$ cat config.mk
export PLATFORM = sky130hd
export DESIGN_NAME = azavg_ctrl
export DESIGN_NICKNAME = d
export VERILOG_FILES = /design/src/hw/rtl/azavg_pkg.sv /design/src/hw/rtl/azavg_ctrl.sv
export SDC_FILE = /design/constraint.sdc
export NUM_CORES = 1
export LEC_CHECK = 0
export BUFFER_PORTS_ARGS = -buffer_cell sky130_fd_sc_hd__buf_2
export CORE_MARGIN = 3
export CORE_UTILIZATION = 29
export CTS_CLUSTER_SIZE = 40
export DETAILED_ROUTE_END_ITERATION = 12
export PLACE_DENSITY_LB_ADDON = 0.12
export SLEW_MARGIN = 20
export SYNTH_ARGS = -nofsm -noshare
export SYNTH_HDL_FRONTEND = slang
export SYNTH_SLANG_ARGS = --single-unit
$ cat constraint.sdc
create_clock -name clk_i -period 2.5 [get_ports clk_i]
set_input_delay 0.375 -clock clk_i [delete_from_list [all_inputs] [get_ports clk_i]]
set_output_delay 0.375 -clock clk_i [all_outputs]
set_load 0.01 [all_outputs]
$ cat src/hw/rtl/azavg_pkg.sv
// shared constants, types and codes of the azimuthal average reconstruction block
`default_nettype none
package azavg_pkg;

  localparam int unsigned MAX_WIDTH  = 1024;
  localparam int unsigned MAX_HEIGHT = 1024;
  localparam int unsigned FRAC_BITS  = 4;

  localparam int unsigned NBINS_MAX = MAX_WIDTH / 2;
  localparam int unsigned BIN_AW    = $clog2(NBINS_MAX);
  localparam int unsigned COL_W     = $clog2(MAX_WIDTH);
  localparam int unsigned ROW_W     = $clog2(MAX_HEIGHT);

  localparam int unsigned DIM_W   = 11;
  localparam int unsigned CTR_W   = 14;
  localparam int unsigned PIX_W   = 16;
  localparam int unsigned SUM_W   = 36;
  localparam int unsigned CNT_W   = 21;
  localparam int unsigned PADDR_W = 4;
  localparam int unsigned PDATA_W = 32;

  localparam int unsigned POS_W    = (COL_W + FRAC_BITS > CTR_W) ? COL_W + FRAC_BITS : CTR_W;
  localparam int unsigned DIFF_W   = POS_W + 1;
  localparam int unsigned D2_W     = 2 * POS_W + 1;
  localparam int unsigned SQ_IN_W  = ((D2_W + 3) / 2) * 2;
  localparam int unsigned SQ_OUT_W = SQ_IN_W / 2;

  localparam int unsigned MAG_W     = SUM_W + 16;
  localparam int unsigned MEAN_W    = MAG_W + 1;
  localparam int unsigned DIV_STEPS = MAG_W;
  localparam int unsigned DCNT_W    = $clog2(DIV_STEPS);
  localparam int unsigned WGT_W     = FRAC_BITS + 2;
  localparam int unsigned ACC_W     = MEAN_W + WGT_W;
  localparam int unsigned RND_SH    = FRAC_BITS + 16;

  typedef enum logic [1:0] {
    REG_WIDTH    = 2'd0,
    REG_HEIGHT   = 2'd1,
    REG_CENTER_X = 2'd2,
    REG_CENTER_Y = 2'd3
  } reg_idx_e;

  typedef enum logic {
    CMD_LOAD = 1'b0,
    CMD_READ = 1'b1
  } cmd_e;

  typedef enum logic [1:0] {
    ADDR_LOAD = 2'd0,
    ADDR_LO   = 2'd1,
    ADDR_HI   = 2'd2
  } addr_sel_e;

  typedef enum logic [4:0] {
    S_CLEAR, S_IDLE, S_MUL_X, S_MUL_Y, S_SQ_INIT, S_SQRT, S_LD_RD, S_LD_WR,
    S_RD_LO, S_DV_LO_INIT, S_DV_LO, S_RD_HI, S_DV_HI_INIT, S_DV_HI,
    S_MIX_A, S_MIX_B, S_PUSH
  } state_e;

  typedef struct packed {
    logic [DIM_W-1:0] width;
    logic [DIM_W-1:0] height;
    logic [CTR_W-1:0] center_x;
    logic [CTR_W-1:0] center_y;
  } cfg_t;

  typedef struct packed {
    logic              cap_pixel;
    logic              mul_x;
    logic              mul_y;
    logic              sq_init;
    logic              sq_quad;
    logic              sq_step;
    logic              mem_rd;
    addr_sel_e         addr_sel;
    logic              mem_acc;
    logic              mem_clr;
    logic [BIN_AW-1:0] clr_addr;
    logic              dv_init;
    logic              dv_step;
    logic              mean_lo_cap;
    logic              mix_a;
    logic              mix_b;
    logic              out_load;
    logic              advance;
  } dp_cmd_t;

  typedef struct packed {
    logic sq_last;
    logic load_hit;
    logic read_hit;
    logic img_end;
  } dp_sts_t;

endpackage
`default_nettype wire

$ cat src/hw/rtl/azavg_ctrl.sv
// sequencing state machine of the radial profile block
`default_nettype none
module azavg_ctrl (
  input  wire                  clk_i,
  input  wire                  rst_ni,
  input  wire                  in_valid_i,
  input  wire                  command_i,
  input  wire                  out_ready_i,
  input  azavg_pkg::dp_sts_t   sts_i,
  output logic                 in_ready_o,
  output logic                 out_valid_o,
  output azavg_pkg::dp_cmd_t   cmd_o
);

  azavg_pkg::state_e            state_q, state_d;
  logic                         phase_q, phase_d;
  logic [azavg_pkg::BIN_AW-1:0] clr_addr_q, clr_addr_d;
  logic [azavg_pkg::DCNT_W-1:0] dv_cnt_q, dv_cnt_d;
  logic                         out_valid_q, out_valid_d;
  logic                         accept, match, push_fire, dv_last;

  assign in_ready_o  = (state_q == azavg_pkg::S_IDLE);
  assign out_valid_o = out_valid_q;
  assign accept      = in_valid_i && in_ready_o;
  // a load counts in the loading phase, a read in readout
  assign match       = ((command_i == azavg_pkg::CMD_READ) == phase_q);
  assign push_fire   = (state_q == azavg_pkg::S_PUSH) && (!out_valid_q || out_ready_i);
  assign dv_last     = (dv_cnt_q == azavg_pkg::DCNT_W'(azavg_pkg::DIV_STEPS - 1));

  always_comb begin
    state_d = state_q;
    unique case (state_q)
      azavg_pkg::S_CLEAR: begin
        if (clr_addr_q == azavg_pkg::BIN_AW'(azavg_pkg::NBINS_MAX - 1)) state_d = azavg_pkg::S_IDLE;
      end
      azavg_pkg::S_IDLE: begin
        if (accept && match) state_d = azavg_pkg::S_MUL_X;
      end
      azavg_pkg::S_MUL_X:   state_d = azavg_pkg::S_MUL_Y;
      azavg_pkg::S_MUL_Y:   state_d = azavg_pkg::S_SQ_INIT;
      azavg_pkg::S_SQ_INIT: state_d = azavg_pkg::S_SQRT;
      azavg_pkg::S_SQRT: begin
        if (sts_i.sq_last) state_d = phase_q ? azavg_pkg::S_RD_LO : azavg_pkg::S_LD_RD;
      end
      azavg_pkg::S_LD_RD: state_d = sts_i.load_hit ? azavg_pkg::S_LD_WR : azavg_pkg::S_IDLE;
      azavg_pkg::S_LD_WR: state_d = azavg_pkg::S_IDLE;
      azavg_pkg::S_RD_LO: state_d = sts_i.read_hit ? azavg_pkg::S_DV_LO_INIT : azavg_pkg::S_PUSH;
      azavg_pkg::S_DV_LO_INIT: state_d = azavg_pkg::S_DV_LO;
      azavg_pkg::S_DV_LO: begin
        if (dv_last) state_d = azavg_pkg::S_RD_HI;
      end
      azavg_pkg::S_RD_HI:      state_d = azavg_pkg::S_DV_HI_INIT;
      azavg_pkg::S_DV_HI_INIT: state_d = azavg_pkg::S_DV_HI;
      azavg_pkg::S_DV_HI: begin
        if (dv_last) state_d = azavg_pkg::S_MIX_A;
      end
      azavg_pkg::S_MIX_A: state_d = azavg_pkg::S_MIX_B;
      azavg_pkg::S_MIX_B: state_d = azavg_pkg::S_PUSH;
      azavg_pkg::S_PUSH: begin
        if (push_fire) state_d = sts_i.img_end ? azavg_pkg::S_CLEAR : azavg_pkg::S_IDLE;
      end
      default: state_d = azavg_pkg::S_CLEAR;
    endcase
  end

  always_comb begin
    cmd_o         = '0;
    cmd_o.sq_quad = !phase_q;
    cmd_o.clr_addr = clr_addr_q;
    phase_d       = phase_q;
    clr_addr_d    = clr_addr_q;
    dv_cnt_d      = dv_cnt_q;
    out_valid_d   = (out_valid_q && !out_ready_i) || push_fire;
    unique case (state_q)
      azavg_pkg::S_CLEAR: begin
        cmd_o.mem_clr = 1'b1;
        clr_addr_d    = clr_addr_q + 1'b1;
      end
      azavg_pkg::S_IDLE:    cmd_o.cap_pixel = accept;
      azavg_pkg::S_MUL_X:   cmd_o.mul_x     = 1'b1;
      azavg_pkg::S_MUL_Y:   cmd_o.mul_y     = 1'b1;
      azavg_pkg::S_SQ_INIT: cmd_o.sq_init   = 1'b1;
      azavg_pkg::S_SQRT:    cmd_o.sq_step   = 1'b1;
      azavg_pkg::S_LD_RD: begin
        cmd_o.mem_rd   = sts_i.load_hit;
        cmd_o.addr_sel = azavg_pkg::ADDR_LOAD;
        cmd_o.advance  = !sts_i.load_hit;
        if (!sts_i.load_hit && sts_i.img_end) phase_d = 1'b1;
      end
      azavg_pkg::S_LD_WR: begin
        cmd_o.mem_acc = 1'b1;
        cmd_o.advance = 1'b1;
        if (sts_i.img_end) phase_d = 1'b1;
      end
      azavg_pkg::S_RD_LO: begin
        cmd_o.mem_rd   = sts_i.read_hit;
        cmd_o.addr_sel = azavg_pkg::ADDR_LO;
      end
      azavg_pkg::S_DV_LO_INIT, azavg_pkg::S_DV_HI_INIT: begin
        cmd_o.dv_init = 1'b1;
        dv_cnt_d      = '0;
      end
      azavg_pkg::S_DV_LO, azavg_pkg::S_DV_HI: begin
        cmd_o.dv_step = 1'b1;
        dv_cnt_d      = dv_cnt_q + 1'b1;
      end
      azavg_pkg::S_RD_HI: begin
        cmd_o.mean_lo_cap = 1'b1;
        cmd_o.mem_rd      = 1'b1;
        cmd_o.addr_sel    = azavg_pkg::ADDR_HI;
      end
      azavg_pkg::S_MIX_A: cmd_o.mix_a = 1'b1;
      azavg_pkg::S_MIX_B: cmd_o.mix_b = 1'b1;
      azavg_pkg::S_PUSH: begin
        cmd_o.out_load = push_fire;
        cmd_o.advance  = push_fire;
        if (push_fire && sts_i.img_end) phase_d = 1'b0;
      end
      default: ;
    endcase
  end

  always_ff @(posedge clk_i or negedge rst_ni) begin
    if (!rst_ni) begin
      state_q     <= azavg_pkg::S_CLEAR;
      phase_q     <= 1'b0;
      clr_addr_q  <= '0;
      dv_cnt_q    <= '0;
      out_valid_q <= 1'b0;
    end else begin
      state_q     <= state_d;
      phase_q     <= phase_d;
      clr_addr_q  <= clr_addr_d;
      dv_cnt_q    <= dv_cnt_d;
      out_valid_q <= out_valid_d;
    end
  end

endmodule
`default_nettype wire

Word-level counts from Yosys, hierarchy flattened. Cells that the tools add are included.

Add/subtract/negate cells: 2. Reductions and logical operators: 19. Mux-type cells: 31. Equal/unequal tests: 28.

Operators by type and width (count): $pmux 5 s17 (1); $eq 5x4->1 const B (8); $mux 5 (7); $eq 5x3->1 const B (4); $mux 1 (17); $ne 2x2->1 const B (7); $pmux 6 s2 (1); $eq 5x2->1 const B (2); $add 9x1->9 const B (1); $eq 9x9->1 const B (1); $pmux 3 s3 (1); $add 6x1->6 const B (1); $eq 6x6->1 const B (1); $logic_and 1x1->1 (6); $pmux 1 s3 (2); $reduce_and 6->1 (1); $eq 5x1->1 const B (1); $eq 5x5->1 const B (1); $logic_not 5->1 (1); $logic_not 1->1 (4); $mux 4 (1); $ne 2x1->1 const B (2); $reduce_and 4->1 (1); $reduce_or 2->1 (2); other kinds (5) (6).

Register bits after elaboration: 22. Input bits: 9. Output and inout bits: 29.

Longest topological paths before layout. Gate-level depths: netlist (run 1).

Depth after elaboration: 6. Gate-level depth with buffers: 10. Mapped depth without buffers: 10.

Worst setup path after synthesis (run 1). Ideal clock, no wire load.

Path kind: register to register. Start: register clr_addr_q[0] (netlist bit). End: register state_q[0]. Stages on the path, launching flop included: 10. Arrival: 2.116 ns. Slack: 0.256 ns. Cell sequence: dfrtp_1 > ha_1 > nand2_1 > nor2_1 > ha_1 > or3_1 > a2111oi_2 > a211oi_1 > nand2_1 > mux2_1.

Word-level cells in the longest chain between the ends: 3.

Ends and longest elaborated chain: start: declaration (line azavg_ctrl.sv:17) `logic [azavg_pkg::BIN_AW-1:0] clr_addr_q, clr_addr_d;`; start signal: assignment (line azavg_ctrl.sv:133) `clr_addr_q <= clr_addr_d;`; $eq 9x9->1 (line azavg_ctrl.sv:34) `if (clr_addr_q == azavg_pkg::BIN_AW'(azavg_pkg::NBINS_MAX - 1)) state_d = azavg_pkg::S_IDLE;`; $ne 2x2->1 (no line); $reduce_and 6->1 (no line); end signal: assignment (line azavg_ctrl.sv:125) `state_q <= azavg_pkg::S_CLEAR;`; end signal: assignment (line azavg_ctrl.sv:131) `state_q <= state_d;`; end: declaration (line azavg_ctrl.sv:15) `azavg_pkg::state_e state_q, state_d;`.

No other way between the ends. A chain may end at the register's enable or synchronous reset.

Worst setup path in the final report (run 1). Ends and elaborated chain as after synthesis.

==> results.sh, run 1 <==
export IMPL_cts_buffer_depth=2
export IMPL_reg2reg_from="clr_addr_q[0]"
export IMPL_antenna_found_initial=0
export IMPL_final_min_clock_period_ns=2.320
export IMPL_worst_pin_slew_ns=0.6902
export IMPL_hold_violations=0
export IMPL_skew_ns=0.009145
export IMPL_status="completed"
export IMPL_viasPerCell=4.769
export IMPL_post_synth_cell_area_avg_um2=8.960
export IMPL_power_density_nw_per_um2=1070
export IMPL_fin_util_pct=36.66
export IMPL_ys_types=48
export IMPL_hpwl_mm=2.812
export IMPL_cp_end_kind="register"
export IMPL_rsz0062_at_grt="false"
export IMPL_fin_nets=210
export IMPL_core_area_um2=4755
export IMPL_critPathLaunchType="register"
export IMPL_syn2layout_area_growth_pct=20.82
export IMPL_syn_num_nets=173
export IMPL_ys_seq_area_share_pct=38.16
export IMPL_path_clk_slew_ns=0.09
export IMPL_yosys_warnings=0
export IMPL_synth_async_reset_ratio_pct=100.0
export IMPL_r2r_cells=9
export IMPL_synth_cells=161
export IMPL_row_count=25
export IMPL_netlist_area_um2=1443
export IMPL_fmax_ghz=0.4310
export IMPL_wl_per_cell_um=13.67
export IMPL_p_leak_nw=0.8297
export IMPL_ant_nets=0
export IMPL_htree_num_levels=1
export IMPL_cts_hold_buf=0
export IMPL_final_cell_mix="buf_2, dfrtp_1, nand2_1"
export IMPL_fp_dieW_um=76.53
export IMPL_diodes=0
export IMPL_slew_headroom_pct=53.39
export IMPL_ys_flop_type="dfrtp_1"
export IMPL_critPathArrivalTime_ns=2.46
export IMPL_fin_tns_setup_ns=0
export IMPL_reg2reg_to="state_q[0]"
export IMPL_path_max_fanout=5
export IMPL_setup_viol=0
export IMPL_firstDrtPassIters=4
export IMPL_die_h_um=76.53
export IMPL_drt_drc_violations_left=0
export IMPL_whs_ns=0.06828
export IMPL_hold_class="in2async"
export IMPL_cts_tree="built"
export IMPL_drive_above_1_share_pct=29.44
export IMPL_min_period_over_period_pct=92.80
export IMPL_place_congestion=0.8013
export IMPL_grt_max_degree=23
export IMPL_drv_slew=0
export IMPL_fp_dieArea_um2=5857
export IMPL_final_common_cell="buf_2"
export IMPL_port_buffers=37
export IMPL_dr_total_vias=1259
export IMPL_clock_sinks=22
export IMPL_insertion_delay_ns=0.26
export IMPL_critPathKind="reg2reg"
export IMPL_start_util_pct=30.34
export IMPL_root_buffer="clkbuf_8"
export IMPL_grt_pass1_wl_mm=6.120
export IMPL_cp_required_ns=2.64
export IMPL_io_pins=38
export IMPL_numCtsBuffers=3
export IMPL_r2r_slack_ns=0.18
export IMPL_cap_violations=0
export IMPL_ys_seq_elements=22
export IMPL_drt_initial_drc_count=22
export IMPL_drt_total_wl_mm=3.609
export IMPL_grtUsageTotal_pct=12.73
export IMPL_synth_edf_count=0
export IMPL_irDropWorstVdd_mv=0.3348
export IMPL_grt_pass1_vias=1278
export IMPL_grt_overflow=0
-- layout make-up --
| type | instances | area, um^2 |
|---|---|---|
| Inverter | 9 | 33.78 |
| Multi-Input combinational cell | 120 | 795.8 |
| Sequential cell | 22 | 551.8 |
| Tap cell | 67 | 83.83 |
| Clock buffer | 4 | 55.05 |
| Timing Repair Buffer | 42 | 222.7 |
| Fill cell | 508 | 3012 |
-- Yosys cell counts (3+ instances only) --
cell type	count	share of area, %
inv_1	9	2.3
nor2_1	12	3.1
o21ai_0	3	1.0
xnor2_1	7	4.2
buf_6	4	3.1
nand2_1	15	3.9
ha_1	3	2.6
nor3_1	7	2.4
nand3_1	8	2.8
a21oi_1	11	3.8
xor2_1	3	1.8
dfrtp_1	22	38
nand2b_1	6	2.6
nor4_1	4	1.7
mux2_2	3	2.3
nand4_1	4	1.7
-- worst max-delay path, cell delays in order, from the launching register on --
cell and delay, ns:
dfrtp_1 0.43, ha_2 0.23, nand2_1 0.06, nor2_1 0.04, ha_1 0.16, or3_1 0.35, a2111oi_4 0.35, a211oi_1 0.12
nand2_1 0.13, mux2_1 0.32
-- per-stage QoR --
step	total power (W)	cells	instance area [um^2]	setup WS, ns
2_1_floorplan	0.001335	161	1443	0.2563
3_3_place_gp	0.001585	260	1672	0.2070
3_5_place_dp	0.001593	260	1672	0.1174
4_1_cts	0.001855	264	1727	0.09886
5_1_grt	0.002018	264	1743	0.03786
6_report	0.001865	264	1743	0.1799
-- cells by family after synthesis --
| kind of cell | synth area share [%] |
|---|---|
| AND/OR/NAND/NOR | 25.85 |
| XOR/XNOR | 6.072 |
| buffers and inverters | 7.719 |
| adder cells (fa/ha/maj) | 2.602 |
| flip-flops | 38.16 |
| AO/OA/AOI/OAI | 15.79 |
| multiplexers | 3.816 |
-- repair_timing --
item	4_1_cts	5_1_grt
setup buffers	0	0
resized for setup	0	3
endpoints found under the setup margin	0	2
-- how the worst max path moves through the flow --
| stage | depth (start not counted) | start | end |
|---|---|---|---|
| 4_1_cts | 9 | clr_addr_q[0] | state_q[0] |
| 3_3_place_gp | 9 | clr_addr_q[0] | state_q[0] |
| 3_5_place_dp | 9 | clr_addr_q[0] | state_q[0] |
| 2_1_floorplan | 9 | clr_addr_q[0] | state_q[0] |
| 6_report | 9 | clr_addr_q[0] | state_q[0] |
| 5_1_grt | 9 | clr_addr_q[0] | state_q[0] |
-- report_power, final --
group / total, W / leakage (nW) / internal (W) / switching (W)
registers: 0.000602 / 0.287 / 0.000456 / 0.000146
logic: 0.00101 / 0.514 / 0.000445 / 0.000562
clock network: 0.000256 / 0.0288 / 0.000140 / 0.000116
-- state kept, by name, indices dropped and copies added, names as in the netlist --
signal,count
clr_addr_q,9
dv_cnt_q,6
state_q,5
out_valid_o,1
phase_q,1
-- layer usage --
layer,up-vias,global-route usage [%],wire length (um)
met2,27,20.47,1725
met3,2,3.664,171
li1,639,-,-
met4,0,2.899,19
met5,-,0,0
met1,591,16.90,1693
Note: power is estimated with default switching activity, not from simulation.
==> run 2: changes to the inputs <==
==> constraint.sdc (replaced) <==
create_clock -name clk_i -period 2.7 [get_ports clk_i]
set_input_delay 0.405 -clock clk_i [delete_from_list [all_inputs] [get_ports clk_i]]
set_output_delay 0.405 -clock clk_i [all_outputs]
set_load 0.01 [all_outputs]
==> run 2 against run 1 <==
  * Sequential share of layout area increased by 0.065 points
  * Critical path depth down 4
  * Cell area decreased by 0.43%
  * Highest routed layer unchanged
  * Cell count is 0.38% lower
  * First-iteration DRC count decreased by 9.1%
  * Global-route usage is essentially flat
  * Hold slack improved by 0.041 ns
==> results.sh, run 2 (same netlist as run 1, synthesis figures left out) <==
export IMPL_status="completed"
export IMPL_power_density_nw_per_um2=1010
export IMPL_port_buffers=37
export IMPL_drt_drc_violations_left=0
export IMPL_nFillCells=514
export IMPL_path_cells="nand2b_1 -> nor3_1 -> a21oi_1 -> o21bai_1 -> buf_2"
export IMPL_drive_above_1_share_pct=28.06
export IMPL_final_area_um2=1735
export IMPL_skew_ns=0.0008435
export IMPL_fin_nets=209
export IMPL_critPathKind="reg2out"
export IMPL_largest_register_ff_count=9
export IMPL_cap_violations=0
export IMPL_path_clk_slew_ns=0.08
export IMPL_antenna_found_initial=0
export IMPL_hold_class="in2async"
export IMPL_pre_cts_ws_ns=0.3373
export IMPL_wl_per_cell_um=13.41
export IMPL_fmax_ghz=0.4151
export IMPL_rsz0062_at_grt="false"
export IMPL_grt_pass1_wl_mm=6.189
export IMPL_final_common_cell="buf_2"
export IMPL_syn2layout_area_growth_pct=20.29
export IMPL_grtUsageTotal_pct=12.75
export IMPL_hpwl_mm=2.723
export IMPL_io_pins=38
export IMPL_grt_max_degree=24
export IMPL_grt_overflow=0
export IMPL_die_h_um=76.53
export IMPL_insertion_delay_ns=0.26
export IMPL_firstDrtPassIters=4
export IMPL_slew_headroom_pct=53.14
export IMPL_clock_sinks=22
export IMPL_irDropWorstVdd_mv=0.3555
export IMPL_placed_cell_area_um2=1664
export IMPL_critPathMaxStageDelay_ns=0.80
export IMPL_viasPerCell=4.787
export IMPL_min_period_over_period_pct=89.23
export IMPL_p_leak_nw=0.8334
export IMPL_setup_viol=0
export IMPL_final_min_clock_period_ns=2.409
export IMPL_cts_tree="built"
export IMPL_seq_area_um2=550.5
export IMPL_ant_nets=0
export IMPL_drt_total_wl_mm=3.527
export IMPL_numCtsBuffers=3
export IMPL_fp_dieW_um=76.53
export IMPL_cts_hold_buf=0
export IMPL_row_count=25
export IMPL_post_cts_resized=0
export IMPL_final_cell_mix="buf_2, dfrtp_1, nand2_1"
export IMPL_r2r_slack_ns=0.33
export IMPL_critPathTopFamily="flip-flops"
export IMPL_startpoint="state_q[2]"
export IMPL_grt_pass1_vias=1272
export IMPL_critPathLaunchType="register"
export IMPL_root_buffer="clkbuf_8"
export IMPL_cts_buffer_depth=2
export IMPL_power_w=0.001753
export IMPL_top_register="clr_addr_q"
export IMPL_start_util_pct=30.34
export IMPL_place_congestion=0.8191
export IMPL_core_area_um2=4755
export IMPL_cpMaxStageDelayCell="dfrtp_1"
export IMPL_path_max_fanout=23
export IMPL_cp_end_kind="output pin"
export IMPL_diodes=0
export IMPL_fin_tns_setup_ns=0
export IMPL_dr_total_vias=1259
export IMPL_fin_ws_ns=0.2907
export IMPL_drv_slew=0
export IMPL_cp_required_ns=2.30
export IMPL_fp_dieArea_um2=5857
export IMPL_critPathArrivalTime_ns=2.00
export IMPL_whs_ns=0.1093
export IMPL_post_cts_setup_buffers=0
export IMPL_hold_violations=0
export IMPL_timing_critical_path_buf_inv=1
export IMPL_worst_pin_slew_ns=0.7030
export IMPL_drt_initial_drc_count=20
export IMPL_htree_num_levels=1
export IMPL_reg2reg_from="clr_addr_q[0]"
export IMPL_top_regs="clr_addr_q x9, dv_cnt_q x6, state_q x5"
export IMPL_multi_input_area_um2=780.7
## run 2: cell types whose count changed in the layout (fill, tap and decap cells not counted), sizes merged
cell,before,now
bufinv,0,1
buf,42,41
clkbuf,4,3
## run 2: path summary, 6_finish.rpt
path,cells after the start,end
setup / recovery,5,cmd_o[20]
max in group asynchronous,1,clr_addr_q[3]
hold reg to reg,1,clr_addr_q[4]
setup reg to reg,9,state_q[0]
hold / removal,1,clr_addr_q[6]
min in group clk_i,3,out_valid_o
## run 2: layout make-up
class                   count  area share, %
flip-flops and latches     22          31.72
well taps                  67          4.831
repair buffers             41          12.40
clock buffers               3          2.379
inverters                   9          1.947
clock inverters             1          1.730
multi-input cells         120          44.99
## run 2: per-layer routing
| layer | up-vias | part of all wire (%) | global-route usage (%) |
|---|---|---|---|
| li1 | 638 | - | - |
| met2 | 29 | 49 | 21.70 |
| met4 | 0 | 0.54 | 2.174 |
| met5 | - | 0 | 0 |
| met1 | 590 | 47 | 16.73 |
| met3 | 2 | 4.0 | 2.837 |
## run 2: per-stage QoR
stage	utilization [%]	std cells
finish	36.50	263
floorplan	-	161
detailed placement	35.00	259
global placement	35.00	259
CTS	36.50	263
global route	36.50	263
## run 2: worst register-to-register path, cell delays in order, from the launching register on
cell and delay (ns):
dfrtp_1 0.43, ha_1 0.26, nand2_1 0.07, nor2_1 0.04
ha_1 0.17, or3_1 0.32, a2111oi_2 0.40, a211oi_1 0.13
nand2_1 0.13, mux2_1 0.32
## run 2: power by group
| part | switching [W] | internal [W] | leakage [nW] |
|---|---|---|---|
| clock | 0.000106 | 0.000198 | 0.0357 |
| combinational | 0.000471 | 0.000390 | 0.510 |
| sequential | 0.000168 | 0.000420 | 0.288 |
