### src/hw/rtl/azavg_pkg.sv
// shared constants, types and codes of the azimuthal average reconstruction block
`default_nettype none
package azavg_pkg;

  localparam int unsigned MAX_WIDTH  = 1024;
  localparam int unsigned MAX_HEIGHT = 1024;
  localparam int unsigned FRAC_BITS  = 4;

  localparam int unsigned NBINS_MAX = MAX_WIDTH / 2;
  localparam int unsigned BIN_AW    = $clog2(NBINS_MAX);
  localparam int unsigned COL_W     = $clog2(MAX_WIDTH);
  localparam int unsigned ROW_W     = $clog2(MAX_HEIGHT);

  localparam int unsigned DIM_W   = 11;
  localparam int unsigned CTR_W   = 14;
  localparam int unsigned PIX_W   = 16;
  localparam int unsigned SUM_W   = 36;
  localparam int unsigned CNT_W   = 21;
  localparam int unsigned PADDR_W = 4;
  localparam int unsigned PDATA_W = 32;

  localparam int unsigned POS_W    = (COL_W + FRAC_BITS > CTR_W) ? COL_W + FRAC_BITS : CTR_W;
  localparam int unsigned DIFF_W   = POS_W + 1;
  localparam int unsigned D2_W     = 2 * POS_W + 1;
  localparam int unsigned SQ_IN_W  = ((D2_W + 3) / 2) * 2;
  localparam int unsigned SQ_OUT_W = SQ_IN_W / 2;

  localparam int unsigned MAG_W     = SUM_W + 16;
  localparam int unsigned MEAN_W    = MAG_W + 1;
  localparam int unsigned DIV_STEPS = MAG_W;
  localparam int unsigned DCNT_W    = $clog2(DIV_STEPS);
  localparam int unsigned WGT_W     = FRAC_BITS + 2;
  localparam int unsigned ACC_W     = MEAN_W + WGT_W;
  localparam int unsigned RND_SH    = FRAC_BITS + 16;

  typedef enum logic [1:0] {
    REG_WIDTH    = 2'd0,
    REG_HEIGHT   = 2'd1,
    REG_CENTER_X = 2'd2,
    REG_CENTER_Y = 2'd3
  } reg_idx_e;

  typedef enum logic {
    CMD_LOAD = 1'b0,
    CMD_READ = 1'b1
  } cmd_e;

  typedef enum logic [1:0] {
    ADDR_LOAD = 2'd0,
    ADDR_LO   = 2'd1,
    ADDR_HI   = 2'd2
  } addr_sel_e;

  typedef enum logic [4:0] {
    S_CLEAR, S_IDLE, S_MUL_X, S_MUL_Y, S_SQ_INIT, S_SQRT, S_LD_RD, S_LD_WR,
    S_RD_LO, S_DV_LO_INIT, S_DV_LO, S_RD_HI, S_DV_HI_INIT, S_DV_HI,
    S_MIX_A, S_MIX_B, S_PUSH
  } state_e;

  typedef struct packed {
    logic [DIM_W-1:0] width;
    logic [DIM_W-1:0] height;
    logic [CTR_W-1:0] center_x;
    logic [CTR_W-1:0] center_y;
  } cfg_t;

  typedef struct packed {
    logic              cap_pixel;
    logic              mul_x;
    logic              mul_y;
    logic              sq_init;
    logic              sq_quad;
    logic              sq_step;
    logic              mem_rd;
    addr_sel_e         addr_sel;
    logic              mem_acc;
    logic              mem_clr;
    logic [BIN_AW-1:0] clr_addr;
    logic              dv_init;
    logic              dv_step;
    logic              mean_lo_cap;
    logic              mix_a;
    logic              mix_b;
    logic              out_load;
    logic              advance;
  } dp_cmd_t;

  typedef struct packed {
    logic sq_last;
    logic load_hit;
    logic read_hit;
    logic img_end;
  } dp_sts_t;

endpackage
`default_nettype wire

### src/hw/rtl/azavg_regs.sv
// apb configuration registers
`default_nettype none
module azavg_regs (
  input  wire                               clk_i,
  input  wire                               rst_ni,
  input  wire                               psel,
  input  wire                               penable,
  input  wire                               pwrite,
  input  wire  [azavg_pkg::PADDR_W-1:0]     paddr,
  input  wire  [azavg_pkg::PDATA_W-1:0]     pwdata,
  output logic [azavg_pkg::PDATA_W-1:0]     prdata,
  output logic                              pready,
  output azavg_pkg::cfg_t                   cfg_o
);

  azavg_pkg::cfg_t     cfg_q, cfg_d;
  azavg_pkg::reg_idx_e idx;
  logic                wr_en;

  assign idx    = azavg_pkg::reg_idx_e'(paddr[3:2]);
  assign wr_en  = psel && penable && pwrite;
  assign pready = 1'b1;
  assign cfg_o  = cfg_q;

  always_comb begin
    cfg_d = cfg_q;
    if (wr_en) begin
      unique case (idx)
        azavg_pkg::REG_WIDTH:    cfg_d.width    = pwdata[azavg_pkg::DIM_W-1:0];
        azavg_pkg::REG_HEIGHT:   cfg_d.height   = pwdata[azavg_pkg::DIM_W-1:0];
        azavg_pkg::REG_CENTER_X: cfg_d.center_x = pwdata[azavg_pkg::CTR_W-1:0];
        azavg_pkg::REG_CENTER_Y: cfg_d.center_y = pwdata[azavg_pkg::CTR_W-1:0];
      endcase
    end
  end

  always_comb begin
    unique case (idx)
      azavg_pkg::REG_WIDTH:    prdata = azavg_pkg::PDATA_W'(cfg_q.width);
      azavg_pkg::REG_HEIGHT:   prdata = azavg_pkg::PDATA_W'(cfg_q.height);
      azavg_pkg::REG_CENTER_X: prdata = azavg_pkg::PDATA_W'(cfg_q.center_x);
      azavg_pkg::REG_CENTER_Y: prdata = azavg_pkg::PDATA_W'(cfg_q.center_y);
    endcase
  end

  always_ff @(posedge clk_i or negedge rst_ni) begin
    if (!rst_ni) begin
      cfg_q.width    <= azavg_pkg::DIM_W'(512);
      cfg_q.height   <= azavg_pkg::DIM_W'(512);
      cfg_q.center_x <= azavg_pkg::CTR_W'(4096);
      cfg_q.center_y <= azavg_pkg::CTR_W'(3688);
    end else begin
      cfg_q <= cfg_d;
    end
  end

endmodule
`default_nettype wire

### config.mk
export PLATFORM = sky130hd
export DESIGN_NAME = azavg_regs
export DESIGN_NICKNAME = d
export VERILOG_FILES = /design/src/hw/rtl/azavg_pkg.sv /design/src/hw/rtl/azavg_regs.sv
export SDC_FILE = /design/constraint.sdc
export NUM_CORES = 1
export LEC_CHECK = 0
export BUFFER_PORTS_ARGS = -buffer_cell sky130_fd_sc_hd__buf_2
export CAP_MARGIN = 10
export CORE_UTILIZATION = 49
export CTS_BUF_LIST = sky130_fd_sc_hd__clkbuf_4 sky130_fd_sc_hd__clkbuf_8 sky130_fd_sc_hd__clkbuf_16
export DETAILED_ROUTE_END_ITERATION = 10
export GPL_TIMING_DRIVEN = 0
export PLACE_DENSITY = 0.85
export SLEW_MARGIN = 10
export SYNTH_ARGS = -nofsm -noshare
export SYNTH_HDL_FRONTEND = slang
export SYNTH_SLANG_ARGS = --single-unit
### constraint.sdc
create_clock -name clk_i -period 4.33 [get_ports clk_i]
set_clock_uncertainty 0.1 [all_clocks]
set_input_delay 0.866 -clock clk_i [delete_from_list [all_inputs] [get_ports clk_i]]
set_output_delay 0.866 -clock clk_i [all_outputs]
set_load 0.005 [all_outputs]
# ---- After elaboration in Yosys (flattened, before gate mapping)
# Cells that the tools add are included.
dict set report totals {
  wordCells 15
  reg_bits 50
  memories 0
  ram_bits 0
  mem_bits_ro 0
  output_inout_bits 83
  latchBits 0
  input_bits 41
}
dict set report op_classes {
  n_mul 0
  reduce_logical 7
  add_sub_neg 0
  n_eq_ne 3
  bitwise_logic 0
  mux 1
  n_div 0
  order_cmp 0
  n_shift 0
}
# cell n
set op_table {}
lappend op_table {{one-hot mux 32 bit (4 select lines)} 1}
lappend op_table {{AND reduction 2 bit} 4}
lappend op_table {{== test 2 bit (second input constant)} 2}
lappend op_table {{== test 2 x 1 -> 1 bit (second input constant)} 1}
lappend op_table {{logical AND 1 bit} 2}
lappend op_table {{logical NOT 2 bit} 1}

# ---- Logic depth before layout (Yosys ltp)
# Gate-level depths: netlist of the first run.
dict set report depth {
  depth_word 3
  mapped_depth 5
  depth_no_buf 3
}

# ---- Least setup slack after synthesis of the first run
# No wires, ideal clock.
dict set report synth_path {
  path_type {input port to output port}
  start {input paddr[2] (netlist bit)}
  end {output prdata[0] (netlist bit)}
  n_path_buf 2
  t_arrival_ns 1.714
  setup_slack_ns 1.650
  stages 3
  required_ns 3.364
  path_cell_list {buf_6 > buf_4 > mux4_2}
}
dict set report synth_via {
  elab_chain_len 2
  word_cells_on_any_way 5
  cone_classes {eq/ne (3); mux (1); reduce/logical (1)}
}
# element line_no
set synth_rtl {}
lappend synth_rtl {{start: declaration} azavg_regs.sv:9} ;# input wire [azavg_pkg::PADDR_W-1:0] paddr,
lappend synth_rtl {{== test 2 bit (tied with other cells)} azavg_regs.sv:38} ;# unique case (idx)
lappend synth_rtl {{one-hot mux 32 bit (4 select lines) *} azavg_regs.sv:38}
lappend synth_rtl {{end: declaration} azavg_regs.sv:11} ;# output logic [azavg_pkg::PDATA_W-1:0] prdata,
# Mark *: on every way between the ends. The rest lies on a longest branch, timed or not. The select of a mux whose other input is x is not followed.

# ---- Worst setup path in the final report of the first run
dict set report layout_path {
  start {input paddr[3] (netlist bit)}
  end {output prdata[7] (netlist bit)}
}
# Same word-level chain as after synthesis.

==> flow_metrics.tcl, run 1 <==
set metrics [dict create \
    start_util_pct 51.00 \
    cts_made_buffers 5 \
    wl_um 4862 \
    stdcell_count 326 \
    coreArea_um2 4755 \
    reg2reg_slack_ns 3.42 \
    clk_latency_ns 0.30 \
    yosys.area_share.adder_pct 0 \
    min_path_type "flip-flop to flip-flop" \
    synthArstFlopShare_pct 100.0 \
    drive_gt1_share_pct 72.59 \
    required_ns 3.36 \
    hold_viol_final 0 \
    synth_top_family_by_area "multiplexers" \
    grt_pass1_wl_um 7472 \
    maxSlewHeadroom_pct 28.44 \
    ys.flop_type "dfrtp_1" \
    vias 1562 \
    syn_area_per_cell_um2 15.95 \
    place_hpwl_um 3430 \
    root_buffer "clkbuf_8" \
    seqCellArea_um2 1262 \
    multi_input_area_um2 1013 \
    cp-end-kind "output pin" \
    globalRoute.totalOverflow 0 \
    holdWs_ns 0.4369 \
    synth_warnings 0 \
    syn_inst 152 \
    largest_reg_flops 50 \
    drt_first_pass_iters 3 \
    postLayoutCoreUtil_pct 64.74 \
    wl_per_cell_um 14.91 \
    h-tree-depth 2 \
    status "finished, final reports clean" \
    io_pins 124 \
    rows 25 \
    rsz0062_at_grt "false" \
    fmax_mhz 320.4 \
    synthSimpleGateAreaFrac_pct 2.632 \
    cts_resized 0 \
    design_area_um2 3078 \
    dpl_cell_area_um2 2983 \
    io_buffer_count 82 \
    drv_slew 0 \
    clock-sinks 50 \
    fill_cells 369 \
    die_x_um 72.35 \
    critPathKind "input pin to output pin" \
    synthesis.area_um2 2425 \
    drc 0 \
    synth-xor-area-share_pct 0 \
    arrival_ns 2.16 \
    synth_enable_flop_cells 0 \
    hold_buffers 0 \
    cts_tree "yes" \
    synth_seq_cells 50 \
    area_growth_pct 26.93 \
    yosysSeqAreaShare_pct 52.06 \
    synth_compound_area_share_pct 0 \
    place_congestion 0.6588 \
    via_per_inst 4.791 \
    synthMuxAreaShare_pct 36.22 \
    antenna_cells 0 \
    start_kind "input pin" \
    drt_iter0_markers 44 \
    grt_usage_pct 19.36 \
    cellLeakagePower_uw 0.001559 \
    postRouteAntennaNets 0 \
    grt_start_max_net_pins 51 \
    yosysUniqueCellTypes 18 \
    setup_viol 0 \
    die_h_um 72.35 \
    tightest_slew_ns 1.073 \
    cts_buffer_depth 2 \
    antenna_found_initial 0 \
    fin_crit_sh_pct 72.08 \
    power_density_nw_per_um2 434.2 \
    clkTransAtPathRegs_ns 0.08 \
    crit_fanout 10 \
    final.min_clock_period_ns 3.121 \
    peakVddDrop_mv 0.2628 \
    dieArea_um2 5234 \
    maxCapViolations 0 \
    grt_pass1_vias 1473 \
    dp_cells 318 \
    post-cts-setup-buffer-count 0 \
    nNetsFinal 299 \
    setup_tns_ns 0 \
]
worst paths after layout:
| kind | from | endpoint | cells past startpoint |
|---|---|---|---|
| min in group asynchronous | rst_ni | cfg_o[40]$_DFFE_PN0P_ | 1 |
| min | cfg_o[49]$_DFFE_PN0P_ | cfg_o[49]$_DFFE_PN0P_ | 1 |
| max in group asynchronous | rst_ni | cfg_o[32]$_DFFE_PN0P_ | 1 |
| max reg2reg | cfg_o[41]$_DFFE_PN0P_ | cfg_o[41]$_DFFE_PN0P_ | 1 |
| max | paddr[3] | prdata[7] | 4 |
| min reg2reg | cfg_o[49]$_DFFE_PN0P_ | cfg_o[49]$_DFFE_PN0P_ | 1 |
layout by cell type, fill, tap and decap left out:
cell type	Yosys	final
and3_4	1	1
and3b_1	1	1
buf_2	2	84
buf_4	22	22
buf_6	3	3
clkbuf_1	1	1
clkbuf_4	0	1
clkbuf_8	0	6
clkinv_2	0	1
conb_1	2	19
dfrtp_1	41	41
dfstp_2	9	9
mux2_1	1	1
mux2_2	39	39
mux2_4	10	10
mux2i_1	3	3
mux4_2	11	11
nand3_1	1	1
nand3b_1	1	1
nor2b_1	3	3
nor3b_2	1	1
cell usage after synthesis (all sizes together), types with 2 or more instances:
cell type | instances | area, um^2
buf | 27 | 209.0
conb | 2 | 7.510
dfrtp | 41 | 1026
dfstp | 9 | 236.5
mux2 | 50 | 600.6
mux2i | 3 | 30.03
mux4 | 11 | 247.7
nor2b | 3 | 18.77
metrics by stage:
| stage | setup WS (ns) | total power, uW |
|---|---|---|
| 2_1_floorplan | 1.650 | 872.8 |
| 6_report | 1.209 | 1337 |
| 3_5_place_dp | 1.205 | 1065 |
| 3_3_place_gp | 1.236 | 1049 |
| 4_1_cts | 1.196 | 1350 |
| 5_1_grt | 1.147 | 1415 |
report_power, final:
group          leakage, uW  internal (uW)  switching (uW)
logic             0.000910            248             136
clock network    0.0000517            135             148
registers         0.000597            590            79.6
kinds of logic after synthesis:
group                  after synthesis
DFF                                 50
other                                2
and+or+nand+nor                      8
buffers and inverters               28
muxes                               64
metal layers:
layer / share of wire [%] / up-vias / track usage, %
met5: 0 / - / 0
met4: 0.97 / 0 / 7.190
met3: 5.6 / 5 / 3.750
met2: 47 / 65 / 30.94
met1: 46 / 780 / 26.39
li1: - / 712 / -
cell type report:
| class | count | share of cell area (%) |
|---|---|---|
| clock buffers | 7 | 2.927 |
| multi-input cells | 91 | 32.93 |
| repair buffers | 82 | 13.33 |
| well taps | 67 | 2.724 |
| plain buffers | 28 | 6.911 |
| clock inverters | 1 | 0.1626 |
| flip-flops and latches | 50 | 41.02 |
worst max-delay path, cell delays in order:
cell      delay (ns)
buf_2           0.22
clkbuf_1        0.51
mux4_2          0.41
buf_2           0.14
Note: power is estimated with default switching activity, not from simulation.
==> run 2: changes to the inputs <==
Settings changed: ABC_AREA set to 1, CORE_UTILIZATION 49 to 46, PLACE_DENSITY 0.85 to 0.8.
Clock period 4.33 ns to 2.9 ns, I/O delays scaled along.
==> run 2 against run 1 <==
  * Largest cell class unchanged
  * Final cell count rose by 54%
  * Synthesized area is 6.3% higher
  * Count of clock-buffer cells in the layout unchanged
  * Utilization fell by 3.0 points
  * Die area rose by 13%
  * Critical path depth up 2
==> flow_metrics.tcl, run 2 <==
set metrics [dict create \
    start_kind "input pin" \
    cpMostUsedCell "buf_2" \
    root_buffer "clkbuf_8" \
    maxSlewHeadroom_pct 26.73 \
    slowest_stage "buf_2" \
    yosysUniqueCellTypes 17 \
    peakVddDrop_mv 0.3966 \
    vias 2476 \
    drt_iter0_markers 137 \
    drv_slew 0 \
    syn_inst 324 \
    antenna_found_initial 0 \
    hold_viol_final 0 \
    netlist.area_leader.share_pct 39.79 \
    nNetsFinal 471 \
    ys.flop_type "dfrtp_1" \
    die_h_um 76.87 \
    start_util_pct 49.24 \
    synthArstFlopShare_pct 100.0 \
    min_path_type "input pin to asynchronous set/reset pin" \
    clock-sinks 50 \
    power_density_nw_per_um2 585.8 \
    largest_reg_flops 50 \
    crit_fanout 10 \
    post-cts-setup-buffer-count 0 \
    synthesis.area_um2 2579 \
    area_growth_pct 25.47 \
    antenna_cells 0 \
    place_congestion 0.8112 \
    hold_buffers 0 \
    via_per_inst 4.942 \
    status "finished, final reports clean" \
    grt_pass1_vias 2339 \
    dp_cells 493 \
    fin_ws_ns 0.7807 \
    syn_area_per_cell_um2 7.959 \
    cp_num_buf_inv 3 \
    wl_per_cell_um 14.06 \
    coreArea_um2 5238 \
    rows 26 \
    maxCapViolations 0 \
    design_area_um2 3236 \
    synth_seq_cells 50 \
    globalRoute.totalOverflow 0 \
    die_x_um 76.87 \
    power_frac_seq_pct 51.6 \
    h-tree-depth 2 \
    synth_top_area_cell "dfrtp_1" \
    wl_um 7045 \
    dieArea_um2 5909 \
    cp-end-kind "output pin" \
    fin_crit_sh_pct 73.08 \
    place_worst_setup_slack_ns 0.8038 \
    setup_tns_ns 0 \
    synth_common_cells "173 x nand2_1, 41 x dfrtp_1, 33 x nand3_1, 21 x buf_4, 11 x nand4_1" \
    required_ns 2.22 \
    postRouteAntennaNets 0 \
    fmax_mhz 471.9 \
    rsz0062_at_grt "false" \
    cts_resized 0 \
    arrival_ns 1.44 \
    switchingPower_uw 602.5 \
    place_hpwl_um 4921 \
    io_buffer_count 82 \
    stdcell_count 501 \
    yosysSeqAreaShare_pct 48.96 \
    drc 0 \
    critPathMaxStageDelay_ns 0.28 \
    crit_chain "buf_6 -> nor2_2 -> buf_2 -> nand2_1 -> nand4_1 -> buf_2" \
    p_int_uw 1293 \
    p_sw_share_pct 31.78 \
    combPwrFrac_pct 25.7 \
    drt_first_pass_iters 4 \
    final_common_cell "nand2_1" \
    pwr-share-clk_pct 22.6 \
    dpl_cell_area_um2 3141 \
    synth_warnings 0 \
    setup_viol 0 \
    cellLeakagePower_uw 0.001903 \
    grt_pass1_wl_um 11420 \
    ys_top_cells_by_area "dfrtp_1 40%, nand2_1 25%, dfstp_2 9.2%, nand3_1 6.4%, buf_4 6.1%" \
    grt_start_max_net_pins 51 \
    final.min_clock_period_ns 2.119 \
    holdWs_ns 0.3693 \
    cts_tree "yes" \
    clk_latency_ns 0.30 \
    fill_cells 481 \
    drive_gt1_share_pct 35.50 \
    path_delay_family "buffers and inverters" \
    critPathKind "input pin to output pin" \
    grt_usage_pct 24.99 \
    final_cell_mix "173 x nand2_1, 89 x buf_2, 41 x dfrtp_1" \
    io_pins 124 \
    clkTransAtPathRegs_ns 0.09 \
    cts_buffer_depth 2 \
    synth_enable_flop_cells 0 \
    cts_made_buffers 5 \
    tightest_slew_ns 1.099 \
    synth.most_common_cell "nand2_1" \
]
-- run 2: changes by cell type after synthesis, moves of 10 or more --
cell,change
nand3_1,+32
nand4_1,+11
mux2_4,-10
mux4_2,-11
nand2_1,+173
mux2_2,-39
-- run 2: cell families after synthesis --
logic type             after synthesis  synth area share (%)
AND/OR/NAND/NOR                    230                 38.72
flip-flops                          50                 48.96
buffers and inverters               42                 12.03
other                                2                0.2912
-- run 2: power groups by stage --
stage | sequential [uW] | combinational, uW | clock [uW]
floorplan | 984 | 219 | 0
global placement | 985 | 472 | 0
detailed placement | 988 | 489 | 0
CTS | 976 | 490 | 432
global route | 998 | 551 | 459
finish | 979 | 487 | 429
-- run 2: metrics by stage --
step	power [uW]	utilization, %
after CTS	1899	61.78
final	1896	61.78
after global placement	1457	59.96
after global routing	2008	61.78
after floorplan	1203	-
after detailed placement	1477	59.96
-- run 2: final timing paths --
path | startpoint | to | slack, ns | cells past startpoint
max | paddr[3] | prdata[9] | 0.78 | 6
min | rst_ni | cfg_o[19]$_DFFE_PN0P_ | 0.37 | 1
max reg2reg | cfg_o[10]$_DFFE_PN1P_ | cfg_o[10]$_DFFE_PN1P_ | 2.08 | 2
min reg2reg | cfg_o[6]$_DFFE_PN1P_ | cfg_o[6]$_DFFE_PN1P_ | 0.38 | 2
max in group asynchronous | rst_ni | cfg_o[22]$_DFFE_PN0P_ | 1.65 | 1
min in group clk_i | pwdata[12] | cfg_o[26]$_DFFE_PN1P_ | 0.37 | 3
-- run 2: per-layer routing --
layer	GRT usage, %	wire (um)	up-vias
met3	7.143	659	14
met4	9.231	167	0
met5	0	0	-
li1	-	-	1194
met1	31.33	2909	1155
met2	40.80	3308	113
-- run 2: final cells by class --
cell class,count,area (um^2),share of cell area [%]
multi-input combinational,249,1070,33.06
sequential,50,1262,39.02
clock buffer,7,90.09,2.784
timing repair buffer,82,410.4,12.68
buffer,36,282.8,8.739
inverter,6,27.53,0.8507
tap,70,87.58,2.707
clock inverter,1,5.005,0.1547
-- run 2: worst register-to-register path: stages (launching register included) --
cell and delay, ns:
dfstp_2 0.56, nand2_1 0.06, nand2_1 0.06
==> run 3: changes to the inputs <==
Settings changed: ABC_AREA 1 to 0, CORE_UTILIZATION 46 to 45, PLACE_DENSITY 0.8 to 0.79.
Clock period 2.9 ns to 2.1 ns, I/O delays scaled along.
==> run 3 against run 2 <==
  * Utilization down 1.5 points
  * Wire length down 29%
  * Non-clock buffer count down 9
  * Hold slack worse by 0.35 ns
  * Count of clock-buffer cells in the layout unchanged
  * Power up 51%
  * Combinational power up 63%
  * Largest cell class unchanged
  * Sequential share of layout area up 1.7 points
  * Highest routed layer unchanged
  * Sequential power up 41%
==> flow_metrics.tcl, run 3 (synthesis gave the netlist of run 1 again) <==
set metrics [dict create \
    rows 26 \
    status "finished, final reports clean" \
    r2r-end "cfg_o[43]$_DFFE_PN0P_" \
    dieArea_um2 5686 \
    tightest_slew_ns 0.6267 \
    maxSlewHeadroom_pct 58.22 \
    cts_made_buffers 5 \
    reg2reg_slack_ns 1.20 \
    cp-end-kind "output pin" \
    setup_tns_ns 0 \
    stdcell_count 328 \
    grt_pass1_wl_um 7707 \
    vias 1578 \
    hold_viol_final 0 \
    drc 0 \
    fin_crit_sh_pct 96.12 \
    grt_pass1_vias 1507 \
    area_growth_pct 27.81 \
    coreArea_um2 5140 \
    io_pins 124 \
    fill_cells 440 \
    io_buffer_count 82 \
    h-tree-depth 2 \
    clkTransAtPathRegs_ns 0.08 \
    antenna_cells 0 \
    cellLeakagePower_uw 0.001567 \
    dp_cells 321 \
    wl_per_cell_um 15.20 \
    grt_start_max_net_pins 51 \
    final_common_cell "buf_2" \
    peakVddDrop_mv 0.5812 \
    setup_viol 0 \
    drt_iter0_markers 67 \
    arrival_ns 1.50 \
    die_x_um 75.41 \
    r2r_cells 1 \
    power_density_nw_per_um2 925.0 \
    place_congestion 0.7080 \
    fmax_mhz 495.4 \
    drive_gt1_share_pct 72.87 \
    grt_usage_pct 18.88 \
    drt_first_pass_iters 3 \
    start_util_pct 47.18 \
    globalRoute.totalOverflow 0 \
    crit_end "prdata[1]" \
    required_ns 1.58 \
    cts_buffer_depth 2 \
    die_h_um 75.41 \
    cts_resized 0 \
    rsz0062_at_grt "false" \
    postRouteAntennaNets 0 \
    cts_tree "yes" \
    nNetsFinal 298 \
    largest_reg_flops 50 \
    final_cell_mix "83 x buf_2, 41 x dfrtp_1, 39 x mux2_2" \
    maxCapViolations 0 \
    via_per_inst 4.811 \
    place_hpwl_um 3533 \
    root_buffer "clkbuf_8" \
    crit_fanout 10 \
    min_path_type "input pin to asynchronous set/reset pin" \
    critPathKind "input pin to output pin" \
    crit_path_start "paddr[2]" \
    start_kind "input pin" \
    wl_um 4985 \
    timing.rr.start "cfg_o[43]$_DFFE_PN0P_" \
    antenna_found_initial 0 \
    final.min_clock_period_ns 2.019 \
    clock-sinks 50 \
    clk_latency_ns 0.30 \
    drv_slew 0 \
]
[run 3: changes by cell type in the layout (fill, tap and decap cells not counted), moves of 6 or more]
cell,previous run,this run
buf_2,89,83
mux2_2,0,39
mux2_4,0,10
mux4_2,0,11
nand2_1,173,0
nand3_1,33,1
nand4_1,11,0
[run 3: routing by layer]
layer  global-route usage (%)  routed length, um  vias up
met1                    24.56               2164      792
met5                        0                  0        -
met2                    32.04               2504       62
met3                    5.159                282        4
li1                         -                  -      720
met4                    3.704                 34        0
[run 3: timing repair]
item	in CTS	in global routing
buffers inserted	0	0
endpoints found under the hold margin	0	0
hold buffers	0	0
endpoints found under the setup margin	7	0
[run 3: area by class of cell]
| class | count | area [um^2] | area share, % |
|---|---|---|---|
| well taps | 70 | 87.58 | 2.826 |
| repair buffers | 82 | 412.9 | 13.32 |
| clock buffers | 7 | 83.83 | 2.705 |
| multi-input cells | 91 | 1013 | 32.70 |
| flip-flops and latches | 50 | 1262 | 40.73 |
| clock inverters | 1 | 30.03 | 0.9689 |
| plain buffers | 27 | 209.0 | 6.742 |
[run 3: worst max-delay path: stages]
cell and delay [ns]:
buf_6 0.14, buf_4 0.26, mux4_2 0.54, buf_2 0.14
[run 3: worst min path at each step]
stage	from	to	slack, ns
2_1_floorplan	rst_ni	cfg_o[0]$_DFFE_PN0P_	0.02
3_3_place_gp	cfg_o[49]$_DFFE_PN0P_	cfg_o[49]$_DFFE_PN0P_	0.40
3_5_place_dp	cfg_o[41]$_DFFE_PN0P_	cfg_o[41]$_DFFE_PN0P_	0.39
4_1_cts	rst_ni	cfg_o[14]$_DFFE_PN0P_	0.26
5_1_grt	rst_ni	cfg_o[28]$_DFFE_PN0P_	0.07
6_report	rst_ni	cfg_o[14]$_DFFE_PN0P_	0.02
[run 3: power breakdown]
group	switching, uW	internal, uW
clock	310	383
sequential	163	1220
combinational	282	511
total	755	2110
[run 3: per-stage QoR]
step                setup slack [ns]  util [%]  instance area, um^2  power, uW  hold slack [ns]
global route                 0.01785     60.30                 3099       3037          0.07235
detailed placement           -0.1594     58.11                 2987       2201           0.3936
floorplan                     0.3124         -                 2489       1800          0.02441
global placement             -0.1529     58.11                 2987       2168           0.4032
finish                       0.08146     60.30                 3099       2867          0.01952
CTS                          0.05017     60.25                 3097       2896           0.2564
